--- src/hw/rtl/cmpb_pkg.sv ---
// ----------------------------------------------------------------------------
// cmpb_pkg: shared types and constants for the color mask pixel blend
// Pixel transaction structs, configuration register indexes and the
// blend mode codes used by the pipeline.
// ----------------------------------------------------------------------------
package cmpb_pkg;

    localparam int CHAN_W     = 8;
    localparam int COV_W      = 9;
    localparam int CFG_IDX_W  = 3;
    localparam int PROD_W     = 16;   // paint*c and old*(256-c) never exceed 65280
    localparam int NUM_CHAN   = 4;    // alpha, red, green, blue

    localparam logic [COV_W-1:0]  FULL_COV = 9'd256;
    localparam logic [CHAN_W-1:0] CHAN_MAX = 8'd255;

    // Channel lanes inside the pipeline
    localparam int LANE_A = 0;
    localparam int LANE_R = 1;
    localparam int LANE_G = 2;
    localparam int LANE_B = 3;

    // Configuration register indexes
    typedef enum logic [CFG_IDX_W-1:0] {
        REG_TARGET_RED   = 3'd0,
        REG_TARGET_GREEN = 3'd1,
        REG_TARGET_BLUE  = 3'd2,
        REG_TARGET_ALPHA = 3'd3
    } t_cfg_idx;

    // Blend mode chosen per pixel
    typedef enum logic [1:0] {
        MODE_FULL  = 2'd0,   // paint color replaces the pixel
        MODE_PASS  = 2'd1,   // pixel passes unchanged
        MODE_CLEAR = 2'd2,   // transparent pixel: paint color, scaled alpha
        MODE_MIX   = 2'd3    // linear mix of every channel
    } t_mode;

    typedef struct packed {
        logic [COV_W-1:0]  coverage;
        logic [CHAN_W-1:0] in_alpha;
        logic [CHAN_W-1:0] in_red;
        logic [CHAN_W-1:0] in_green;
        logic [CHAN_W-1:0] in_blue;
    } t_pix_in;

    typedef struct packed {
        logic [CHAN_W-1:0] out_alpha;
        logic [CHAN_W-1:0] out_red;
        logic [CHAN_W-1:0] out_green;
        logic [CHAN_W-1:0] out_blue;
    } t_pix_out;

endpackage

--- src/hw/rtl/color_mask_pixel_blend.sv ---
// ----------------------------------------------------------------------------
// color_mask_pixel_blend: paint a fixed color over an ARGB8 pixel by coverage
// Three-stage pipeline: classify and saturate, multiply, sum and select.
// ----------------------------------------------------------------------------
// Takes one pixel transaction per clock (busy stays low) and presents its
// result on o_pix with o_strobe high after the three register stages, for
// one cycle only; the receiver must take it then, as the pipeline has no
// stall path. The three register stages are input classification, the
// eight 8x9 multiplies, and the final add and select.
// Write the target color registers only while no pixel is in flight.
module color_mask_pixel_blend
    import cmpb_pkg::*;
(
    input  logic                 i_clk,
    input  logic                 i_rst_n,
    // pixel input
    input  logic                 start,
    output logic                 busy,
    input  t_pix_in              i_pix,
    // pixel result
    output logic                 o_strobe,
    output t_pix_out             o_pix,
    // configuration write channel
    input  logic                 i_cfg_valid,
    output logic                 o_cfg_ready,
    input  logic [CFG_IDX_W-1:0] i_cfg_index,
    input  logic [CHAN_W-1:0]    i_cfg_data
);

    logic [CHAN_W-1:0] r_tgt_red, r_tgt_green, r_tgt_blue, r_tgt_alpha;

    logic              r_s1_vld;
    t_mode             r_s1_mode, n_s1_mode;
    logic [COV_W-1:0]  r_s1_c, n_s1_c;
    logic [COV_W-1:0]  r_s1_inv;
    t_pix_in           r_s1_pix;

    logic              r_s2_vld;
    t_mode             r_s2_mode;
    t_pix_in           r_s2_pix;
    logic [PROD_W-1:0] r_s2_pa [NUM_CHAN];
    logic [PROD_W-1:0] r_s2_po [NUM_CHAN];
    logic [CHAN_W-1:0] n_paint [NUM_CHAN];
    logic [CHAN_W-1:0] n_old   [NUM_CHAN];

    logic              r_o_vld;
    t_pix_out          r_o_pix, n_o_pix;
    logic [CHAN_W-1:0] n_mix   [NUM_CHAN];

    assign busy        = 1'b0;
    assign o_cfg_ready = 1'b1;

    // Configuration registers: ignore unknown indexes
    always_ff @(posedge i_clk) begin
        if (!i_rst_n) begin
            r_tgt_red   <= '0;
            r_tgt_green <= '0;
            r_tgt_blue  <= '0;
            r_tgt_alpha <= CHAN_MAX;
        end else if (i_cfg_valid && o_cfg_ready) begin
            unique case (t_cfg_idx'(i_cfg_index))
                REG_TARGET_RED:   r_tgt_red   <= i_cfg_data;
                REG_TARGET_GREEN: r_tgt_green <= i_cfg_data;
                REG_TARGET_BLUE:  r_tgt_blue  <= i_cfg_data;
                REG_TARGET_ALPHA: r_tgt_alpha <= i_cfg_data;
                default: ;
            endcase
        end
    end

    // Stage 1: saturate coverage and pick the blend mode
    always_comb begin
        n_s1_c = (i_pix.coverage >= FULL_COV) ? FULL_COV : i_pix.coverage;
        priority if (n_s1_c == FULL_COV) begin
            n_s1_mode = MODE_FULL;
        end else if (n_s1_c == '0) begin
            n_s1_mode = MODE_PASS;
        end else if (i_pix.in_alpha == '0) begin
            n_s1_mode = MODE_CLEAR;
        end else begin
            n_s1_mode = MODE_MIX;
        end
    end

    always_ff @(posedge i_clk) begin
        if (!i_rst_n) begin
            r_s1_vld <= 1'b0;
        end else begin
            r_s1_vld <= start && !busy;
        end
    end

    always_ff @(posedge i_clk) begin
        r_s1_c    <= n_s1_c;
        r_s1_inv  <= FULL_COV - n_s1_c;
        r_s1_mode <= n_s1_mode;
        r_s1_pix  <= i_pix;
    end

    // Stage 2: paint*c and old*(256-c) for each lane
    always_comb begin
        n_paint[LANE_A] = CHAN_MAX;
        n_paint[LANE_R] = r_tgt_red;
        n_paint[LANE_G] = r_tgt_green;
        n_paint[LANE_B] = r_tgt_blue;
        n_old[LANE_A]   = r_s1_pix.in_alpha;
        n_old[LANE_R]   = r_s1_pix.in_red;
        n_old[LANE_G]   = r_s1_pix.in_green;
        n_old[LANE_B]   = r_s1_pix.in_blue;
    end

    always_ff @(posedge i_clk) begin
        if (!i_rst_n) begin
            r_s2_vld <= 1'b0;
        end else begin
            r_s2_vld <= r_s1_vld;
        end
    end

    always_ff @(posedge i_clk) begin
        r_s2_mode <= r_s1_mode;
        r_s2_pix  <= r_s1_pix;
        for (int i = 0; i < NUM_CHAN; i++) begin
            r_s2_pa[i] <= PROD_W'({{COV_W{1'b0}}, n_paint[i]} * {{CHAN_W{1'b0}}, r_s1_c});
            r_s2_po[i] <= PROD_W'({{COV_W{1'b0}}, n_old[i]} * {{CHAN_W{1'b0}}, r_s1_inv});
        end
    end

    // Stage 3: add, drop the fraction and select by mode
    always_comb begin
        for (int i = 0; i < NUM_CHAN; i++) begin
            n_mix[i] = CHAN_W'(({1'b0, r_s2_pa[i]} + {1'b0, r_s2_po[i]}) >> CHAN_W);
        end
        unique case (r_s2_mode)
            MODE_FULL: begin
                n_o_pix.out_alpha = r_tgt_alpha;
                n_o_pix.out_red   = r_tgt_red;
                n_o_pix.out_green = r_tgt_green;
                n_o_pix.out_blue  = r_tgt_blue;
            end
            MODE_PASS: begin
                n_o_pix.out_alpha = r_s2_pix.in_alpha;
                n_o_pix.out_red   = r_s2_pix.in_red;
                n_o_pix.out_green = r_s2_pix.in_green;
                n_o_pix.out_blue  = r_s2_pix.in_blue;
            end
            MODE_CLEAR: begin
                // old alpha is zero, so the alpha lane gives (255*c) >> 8
                n_o_pix.out_alpha = n_mix[LANE_A];
                n_o_pix.out_red   = r_tgt_red;
                n_o_pix.out_green = r_tgt_green;
                n_o_pix.out_blue  = r_tgt_blue;
            end
            MODE_MIX: begin
                n_o_pix.out_alpha = n_mix[LANE_A];
                n_o_pix.out_red   = n_mix[LANE_R];
                n_o_pix.out_green = n_mix[LANE_G];
                n_o_pix.out_blue  = n_mix[LANE_B];
            end
        endcase
    end

    always_ff @(posedge i_clk) begin
        if (!i_rst_n) begin
            r_o_vld <= 1'b0;
        end else begin
            r_o_vld <= r_s2_vld;
        end
    end

    always_ff @(posedge i_clk) begin
        r_o_pix <= n_o_pix;
    end

    assign o_strobe = r_o_vld;
    assign o_pix    = r_o_pix;

endmodule
--- config.mk ---
export PLATFORM = sky130hd
export DESIGN_NAME = color_mask_pixel_blend
export DESIGN_NICKNAME = d
export VERILOG_FILES = /design/src/hw/rtl/cmpb_pkg.sv /design/src/hw/rtl/color_mask_pixel_blend.sv
export SDC_FILE = /design/constraint.sdc
export NUM_CORES = 1
export LEC_CHECK = 0
export ABC_AREA = 1
export BUFFER_PORTS_ARGS = -buffer_cell sky130_fd_sc_hd__buf_2
export CORE_AREA = 2 2 244 246
export CTS_CLUSTER_DIAMETER = 120
export DETAILED_ROUTE_END_ITERATION = 10
export DIE_AREA = 0 0 246 248
export PLACE_DENSITY = 0.67
export SLEW_MARGIN = 25
export SYNTH_ARGS = -nofsm -noshare
export SYNTH_HDL_FRONTEND = slang
export SYNTH_SLANG_ARGS = --single-unit
export TNS_END_PERCENT = 5
--- constraint.sdc ---
create_clock -name i_clk -period 5.08 [get_ports i_clk]
set_input_delay 0.762 -clock i_clk [delete_from_list [all_inputs] [get_ports i_clk]]
set_output_delay 0.762 -clock i_clk [all_outputs]
set_load 0.02 [all_outputs]
==> results of run 1 <==
## power groups by stage
stage	Sequential (mW)	Combinational (mW)	Clock [mW]
floorplan	3.15	6.25	0
global placement	3.14	8.01	0
detailed placement	3.14	8.17	0
CTS	3.10	8.23	2.75
global route	3.14	9.52	2.84
finish	3.10	8.19	2.69
## per-stage QoR
stage                     hold WS [ns]  cell area [sq um]  instances  setup slack, ns
after global placement           0.313              30100       4666            0.737
after CTS                        0.267              31400       4733            0.676
after detailed placement         0.312              30100       4666            0.675
after global routing             0.280              31400       4733            0.327
final                            0.296              31400       4733            0.637
after floorplan                  0.310              28900       3889            0.822
## worst max-delay path, delay by kind of cell (launching register included)
family	cells	cell delay, ns
AO/OA/AOI/OAI	3	0.46
XOR/XNOR	1	0.17
adder cells (fa/ha/maj)	5	2.35
buffers and inverters	5	0.49
flip-flops	1	0.77
AND/OR/NAND/NOR	1	0.08
## cells by family (layout without fill, tap and decap cells)
| group | after synthesis | after routing | share of synthesized area |
|---|---|---|---|
| other | 2 | 2 | 0.000260 |
| DFF | 280 | 280 | 0.194 |
| buffers and inverters | 1199 | 1270 | 0.158 |
| xor gates and xnor gates | 126 | 126 | 0.0382 |
| and+or+nand+nor | 1376 | 1376 | 0.193 |
| adders and majority gates | 659 | 659 | 0.369 |
| AOI/OAI and AO/OA | 247 | 247 | 0.0486 |
## cells in the mapped netlist (all sizes together)
cell         number  area share
o21ai            66       0.012
nor4              1     0.00022
nand4            35      0.0076
clkbuf           97       0.013
xnor2            59       0.018
o21a              2     0.00052
o211ai            2     0.00052
a21o              3     0.00078
a21oi           140       0.025
buf              27      0.0054
or2               5      0.0011
o31ai             1     0.00074
nand3           138       0.024
inv            1074        0.14
a221oi            6      0.0018
nor3             23      0.0047
a211oi            7      0.0018
a31oi             4     0.00087
nand2          1027        0.13
dlygate4sd1       1     0.00030
ha              337        0.15
and2              7      0.0015
o21bai           11      0.0029
nand3b            2     0.00052
xor2             67       0.020
nor2            138       0.019
dfxtp           280        0.19
conb              2     0.00026
o2111ai           4      0.0012
fa              322        0.22
o221ai            1     0.00030
## final timing paths
path,from,endpoint,slack (ns)
max,r_s1_c[3],r_s2_pa[0][12],0.64
min,i_pix[3],n_old[3],0.30
max reg2reg,r_s1_c[3],r_s2_pa[0][12],0.64
min reg2reg,r_s1_mode[0],r_s2_mode[0],0.33
## layout make-up
class / count / area share
sequential: 280 / 0.179
clock inverter: 26 / 0.00849
tap: 773 / 0.0308
clock buffer: 41 / 0.0316
timing repair buffer: 129 / 0.0246
inverter: 1074 / 0.128
multi-input combinational: 2410 / 0.597
## registers in the layout (all words and copies together), names as in the netlist, 2 cells and up
| name | flops |
|---|---|
| n_old | 32 |
| o_pix | 32 |
| r_s1_c | 8 |
| r_s1_inv | 9 |
| r_s1_mode | 2 |
| r_s2_mode | 2 |
| r_s2_pa | 64 |
| r_s2_pix | 32 |
| r_s2_po | 64 |
| r_tgt_alpha | 8 |
| r_tgt_blue | 8 |
| r_tgt_green | 8 |
| r_tgt_red | 8 |
## routing by layer
layer | vias up | track usage | wire (um)
met3 | 100 | 0.0424 | 4660
met5 | - | 0 | 0
met4 | 0 | 0.0661 | 1720
met2 | 577 | 0.387 | 30400
met1 | 10700 | 0.320 | 31500
li1 | 11500 | - | -
==> summary.txt, run 1 <==
Timing
  – Final number of setup-violating endpoints: 0
  – Sum of negative setup slack: 0 ns
  – Max Slew Vio Count: 0
  – Fraction of the cycle the final worst path needs: 0.875
  – Final clock skew: ~0.03 ns
  – Max Freq: 225 MHz
  – RSZ-0062 raised after global routing: no
  – Final hold vios: 0
  – Worst slew pin tran: around 0.91 ns
  – Min Tclk post-route: between 4 and 5 ns
  – Rel. slew slack: 0.390

Logic synthesis
  – Register area share after synthesis: 0.194
  – YS warnings: 0
  – Yosys reg bits: 280
  – Post-Syn Area: 0.0289 sq mm
  – Number of cells produced by synthesis: 3889
  – Net count after synthesis: approximately 4600
  – Post-synthesis cell type count: 44
  – Mean post-synth cell area: between 7 and 8 sq um

Power
  – Clock Power Share: 0.193
  – Combinational power share: 0.586
  – Switch share: 0.456
  – VDD IR max: about 0.33 mV
  – Switch Pwr: ~6.4 mW
  – Internal power: between 7 and 8 mW
  – Reg power frac: 0.222
  – Final Total Pwr: 14.0 mW
  – Leakage: around 20 nW
  – PwrDens: ~450 mW/mm^2

Flow run
  – Max-cap violations: 0

Place
  – Placer Congestion: 0.883
  – DP Wirelength: 54200 um
  – Port Buf Inserts: 88

Min path
  – Type of the worst min-delay path: primary input to flop
  – Worst hold path cell count: 1

Clocking
  – Postcts setup bufs: 0
  – CTS tree: yes
  – Clock Root Buffer: clkbuf_16
  – Cts bufs inserted: 37
  – Clock latency on the worst-skew pair: around 0.57 ns
  – Max H-tree Level: 2
  – Clock sinks: 280
  – Clock transition at path regs: around 0.060 ns
  – # hold bufs at CTS: 0
  – CTS max path bufs: 3
  – Post-CTS sizing: 0

Drt
  – Via density: 4.84
  – DR DRC count: 0
  – Final ANT Viol Nets: 0
  – DR vias: between 20000 and 25000
  – DRT iter0 DRCs: ~1500
  – Initial DRT Pass Iterations: 5
  – Wire length per cell: approximately 14 um
  – Total Wirelength: 68300 um

Layout
  – Final Core Density: 0.537
  – Commonest non-fill, non-tap cell in the layout: inv_1
  – Most frequent cells in the layout: inv_1 (1067), nand2_1 (1027), ha_1 (337)
  – Layout overhead on the synthesized area: 8.55%
  – Share of layout cells above drive strength 1: 0.0586
  – Storage cell area: between 0.005 and 0.006 sq mm
  – Inserted Diodes: 0
  – Multi-input logic area: ~0.019 sq mm
  – FILL cells: between 5000 and 6000
  – Final net count: around 4600

Global routing
  – Largest net degree at the start of global routing: 36
  – Total Routing Usage GR: 0.236
  – Initial antenna violation count: 0
  – GRT overflow: 0
  – Vias in the first global route: 23100
  – First-pass GRT wire length: between 100000 and 150000 um

Floorplan
  – Core Region: approximately 0.058 sq mm
  – Io pins: between 90 and 100
  – # rows: 89
  – DIE HEIGHT: ~250 um
  – Die area: between 0.06 and 0.07 sq mm
  – Die Width: between 200 and 250 um
  – Starting density of the core: 0.495

Run status
  – Status: complete, no violations

Critical path
  – Crit Path Category: flop to flop
  – Critical Path, Cell by Cell: buf_4 > inv_1 > fa_1 > fa_1 > inv_1 > fa_1 > inv_1 > fa_1 > inv_1 > ha_1 > a21oi_1 > o21ai_0 > nand2_1 > o2111ai_1 > xor2_1
  – Required @ worst endpoint: roughly 5.5 ns
  – Crit. End Element: flop
  – CP Max Fanout: 15
  – Crit path DAT: about 5 ns
  – CP Launch Type: flop
  – Worst reg-to-reg path cell count: 15
  – Critical path's largest stage delay: just under 0.8 ns
  – Slowest cell on the critical path: dfxtp_1
Power figures use the tool's default switching activity.
==> inputs of run 2 (changes only) <==
- CTS_CLUSTER_SIZE: unset -> 40
- GPL_TIMING_DRIVEN: unset -> 0
==> summary.txt, run 2 (synthesized netlist as in run 1, its figures left out) <==
Clocking
  – CTS max path bufs: 3 (unchanged)
  – Clock latency on the worst-skew pair: 0.56 ns (about the same)
  – Max H-tree Level: 1 (-1)
  – Clock sinks: 280 (unchanged)
  – CTS tree: yes
  – Postcts setup bufs: 0 (unchanged)
  – Cts bufs inserted: 14 (-62%)
  – Clock transition at path regs: 0.14 ns (+0.08 ns)
  – Clock Root Buffer: clkbuf_16

Floorplan
  – Die Width: 246 um (unchanged)
  – Io pins: 91 (unchanged)
  – Die area: 0.0610 sq mm (unchanged)
  – Core Region: 0.0585 sq mm (unchanged)
  – DIE HEIGHT: 248 um (unchanged)
  – # rows: 89 (unchanged)
  – Starting density of the core: 0.495 (unchanged)

Timing
  – Final number of setup-violating endpoints: 0 (unchanged)
  – Final hold vios: 0 (unchanged)
  – Max Freq: 205 MHz (-8.9%)
  – RSZ-0062 raised after global routing: yes
  – Rel. slew slack: 0.397 (+0.00697)
  – Sum of negative setup slack: 0 ns (unchanged)
  – Worst slew pin tran: 0.904 ns (-0.00829 ns)
  – Max Slew Vio Count: 0 (unchanged)
  – Fraction of the cycle the final worst path needs: 0.960 (+0.0855)
  – Min Tclk post-route: 4.88 ns (+0.434 ns)
  – Final clock skew: 0.0442 ns (+0.0137 ns)
  – Final worst slack: 0.202 ns (-0.434 ns)

Layout
  – Layout overhead on the synthesized area: 6.94%
  – Final instance area: 0.0309 sq mm (-1.5%)
  – Top Registers: r_s2_pa (64), r_s2_po (64)
  – Most frequent cells in the layout: inv_1 (1067), nand2_1 (1027), ha_1 (337)
  – Share of layout cells above drive strength 1: 0.0480 (-0.0106)
  – Commonest non-fill, non-tap cell in the layout: inv_1
  – Inserted Diodes: 0 (unchanged)
  – Final Core Density: 0.529 (-0.00798)
  – Final net count: 4707 (+1.3%)

Power
  – PwrDens: 426 mW/mm^2 (-4.3%)
  – VDD IR max: 0.368 mV (+10%)
  – Final Total Pwr: 13.2 mW (-5.7%)
  – Leakage: 19.2 nW (-1.4%)

Critical path
  – Crit path DAT: 5.30 ns (+0.43 ns)
  – Reg2Reg Setup Slack: 0.20 ns (-0.43 ns)
  – FF-to-FF End: r_s2_pa[3][12]
  – Crit Path Category: flop to flop
  – Start point of the critical path: r_s1_c[5]
  – Required @ worst endpoint: 5.50 ns (about the same)
  – Crit. End Element: flop
  – CP Max Fanout: 10 (-5)
  – Worst reg-to-reg path cell count: 17 (+2)
  – CP Launch Type: flop
  – Slowest cell on the critical path: fa_1
  – R2R Path Start: r_s1_c[5]
  – Critical Path, Cell by Cell: clkbuf_1 > clkbuf_4 > nand2_1 > fa_1 > fa_1 > inv_1 > fa_1 > inv_1 > fa_1 > inv_1 > ha_1 > a21oi_1 > or2_0 > nand3_2 > nand2_1 > nand2_1 > xor2_1
  – Critical path's largest stage delay: 0.54 ns (-0.23 ns)
  – Most used cell, CP: fa_1

Drt
  – Wire length per cell: 16.0 um (+11%)
  – Total Wirelength: 76300 um (+12%)
  – Via density: 4.92 (+1.7%)
  – Final ANT Viol Nets: 0 (unchanged)
  – DR DRC count: 0 (unchanged)
  – Initial DRT Pass Iterations: 6 (+1)
  – DR vias: 23500 (+2.6%)
  – DRT iter0 DRCs: 1832 (+20%)

Place
  – Dpl ws: -0.554 ns (-1.23 ns)
  – Port Buf Inserts: 88 (unchanged)
  – DP Wirelength: 62400 um (+15%)
  – Placer Congestion: 0.937 (+6.2%)
  – Post-DP Area: 0.0303 sq mm (+0.64%)

Global routing
  – GRT overflow: 0 (unchanged)
  – Total Routing Usage GR: 0.258 (+0.0219)
  – First-pass GRT wire length: 122000 um (+5.9%)
  – Initial antenna violation count: 1 (+1)
  – Largest net degree at the start of global routing: 41 (+14%)
  – Vias in the first global route: 22600 (-1.8%)

Run status
  – Status: complete, no violations

Min path
  – Hold EP: n_old[14]
  – Worst hold path cell count: 1 (unchanged)
  – Type of the worst min-delay path: primary input to flop
  – Hold Startpoint: i_pix[14]

Flow run
  – Max-cap violations: 0 (unchanged)
run 2: cell types whose count changed in the layout (fill, tap and decap cells not counted), moves of 4 or more:
| cell | delta |
|---|---|
| buf_1 | +4 |
| clkbuf_16 | -23 |
| buf_2 | +12 |
| clkinvlp_4 | -5 |
| clkinv_2 | -7 |
| clkbuf_2 | +13 |
| dfxtp_1 | -8 |
| dfxtp_2 | +7 |
| clkbuf_1 | +83 |
| inv_6 | -6 |
| buf_4 | -34 |
run 2: cell type report:
class / count / area [sq um]
fillers: 5729 / 27500
multi-input cells: 2410 / 18800
flip-flops and latches: 280 / 5620
inverters: 1074 / 4030
well taps: 773 / 967
plain buffers: 124 / 554
repair buffers: 88 / 440
clock buffers: 15 / 375
clock inverters: 9 / 183
run 2: critical path, delay by kind of cell (launching register included):
kind            cells  cell delay, ns
xor+xnor            1            0.14
simple gates        5            0.56
fa+ha+maj           5            2.39
flops               1            0.53
buf+inv             5            0.89
compound gates      1            0.21
run 2: worst max-delay path by stage:
stage                     end  cells past startpoint
2_1_floorplan  r_s2_pa[2][14]                     16
3_3_place_gp   r_s2_pa[2][14]                     16
3_5_place_dp   r_s2_pa[2][14]                     16
4_1_cts        r_s2_pa[3][14]                     17
5_1_grt        r_s2_pa[1][13]                     16
6_report       r_s2_pa[3][12]                     17
run 2: power by group:
part           switching, mW  internal [mW]
Clock                  0.918          0.620
Sequential             0.317           2.80
Combinational           5.29           3.23
run 2: what timing repair did:
action | CTS | global route
setup endpoints to repair | 64 | 36
gates resized for setup | 17 | 26
hold buffers | 0 | 0
run 2: metrics by stage:
| step | hold slack [ns] | cells |
|---|---|---|
| CTS | 0.266 | 4774 |
| finish | 0.292 | 4773 |
| detailed placement | 0.342 | 4750 |
| global route | 0.269 | 4773 |
| global placement | 0.333 | 4750 |
| floorplan | 0.310 | 3889 |
run 2: metal layers:
| layer | GRT usage | routed length (um) |
|---|---|---|
| met1 | 0.369 | 35500 |
| met2 | 0.404 | 32700 |
| met3 | 0.0511 | 6210 |
| met4 | 0.0574 | 1840 |
| met5 | 0 | 0 |
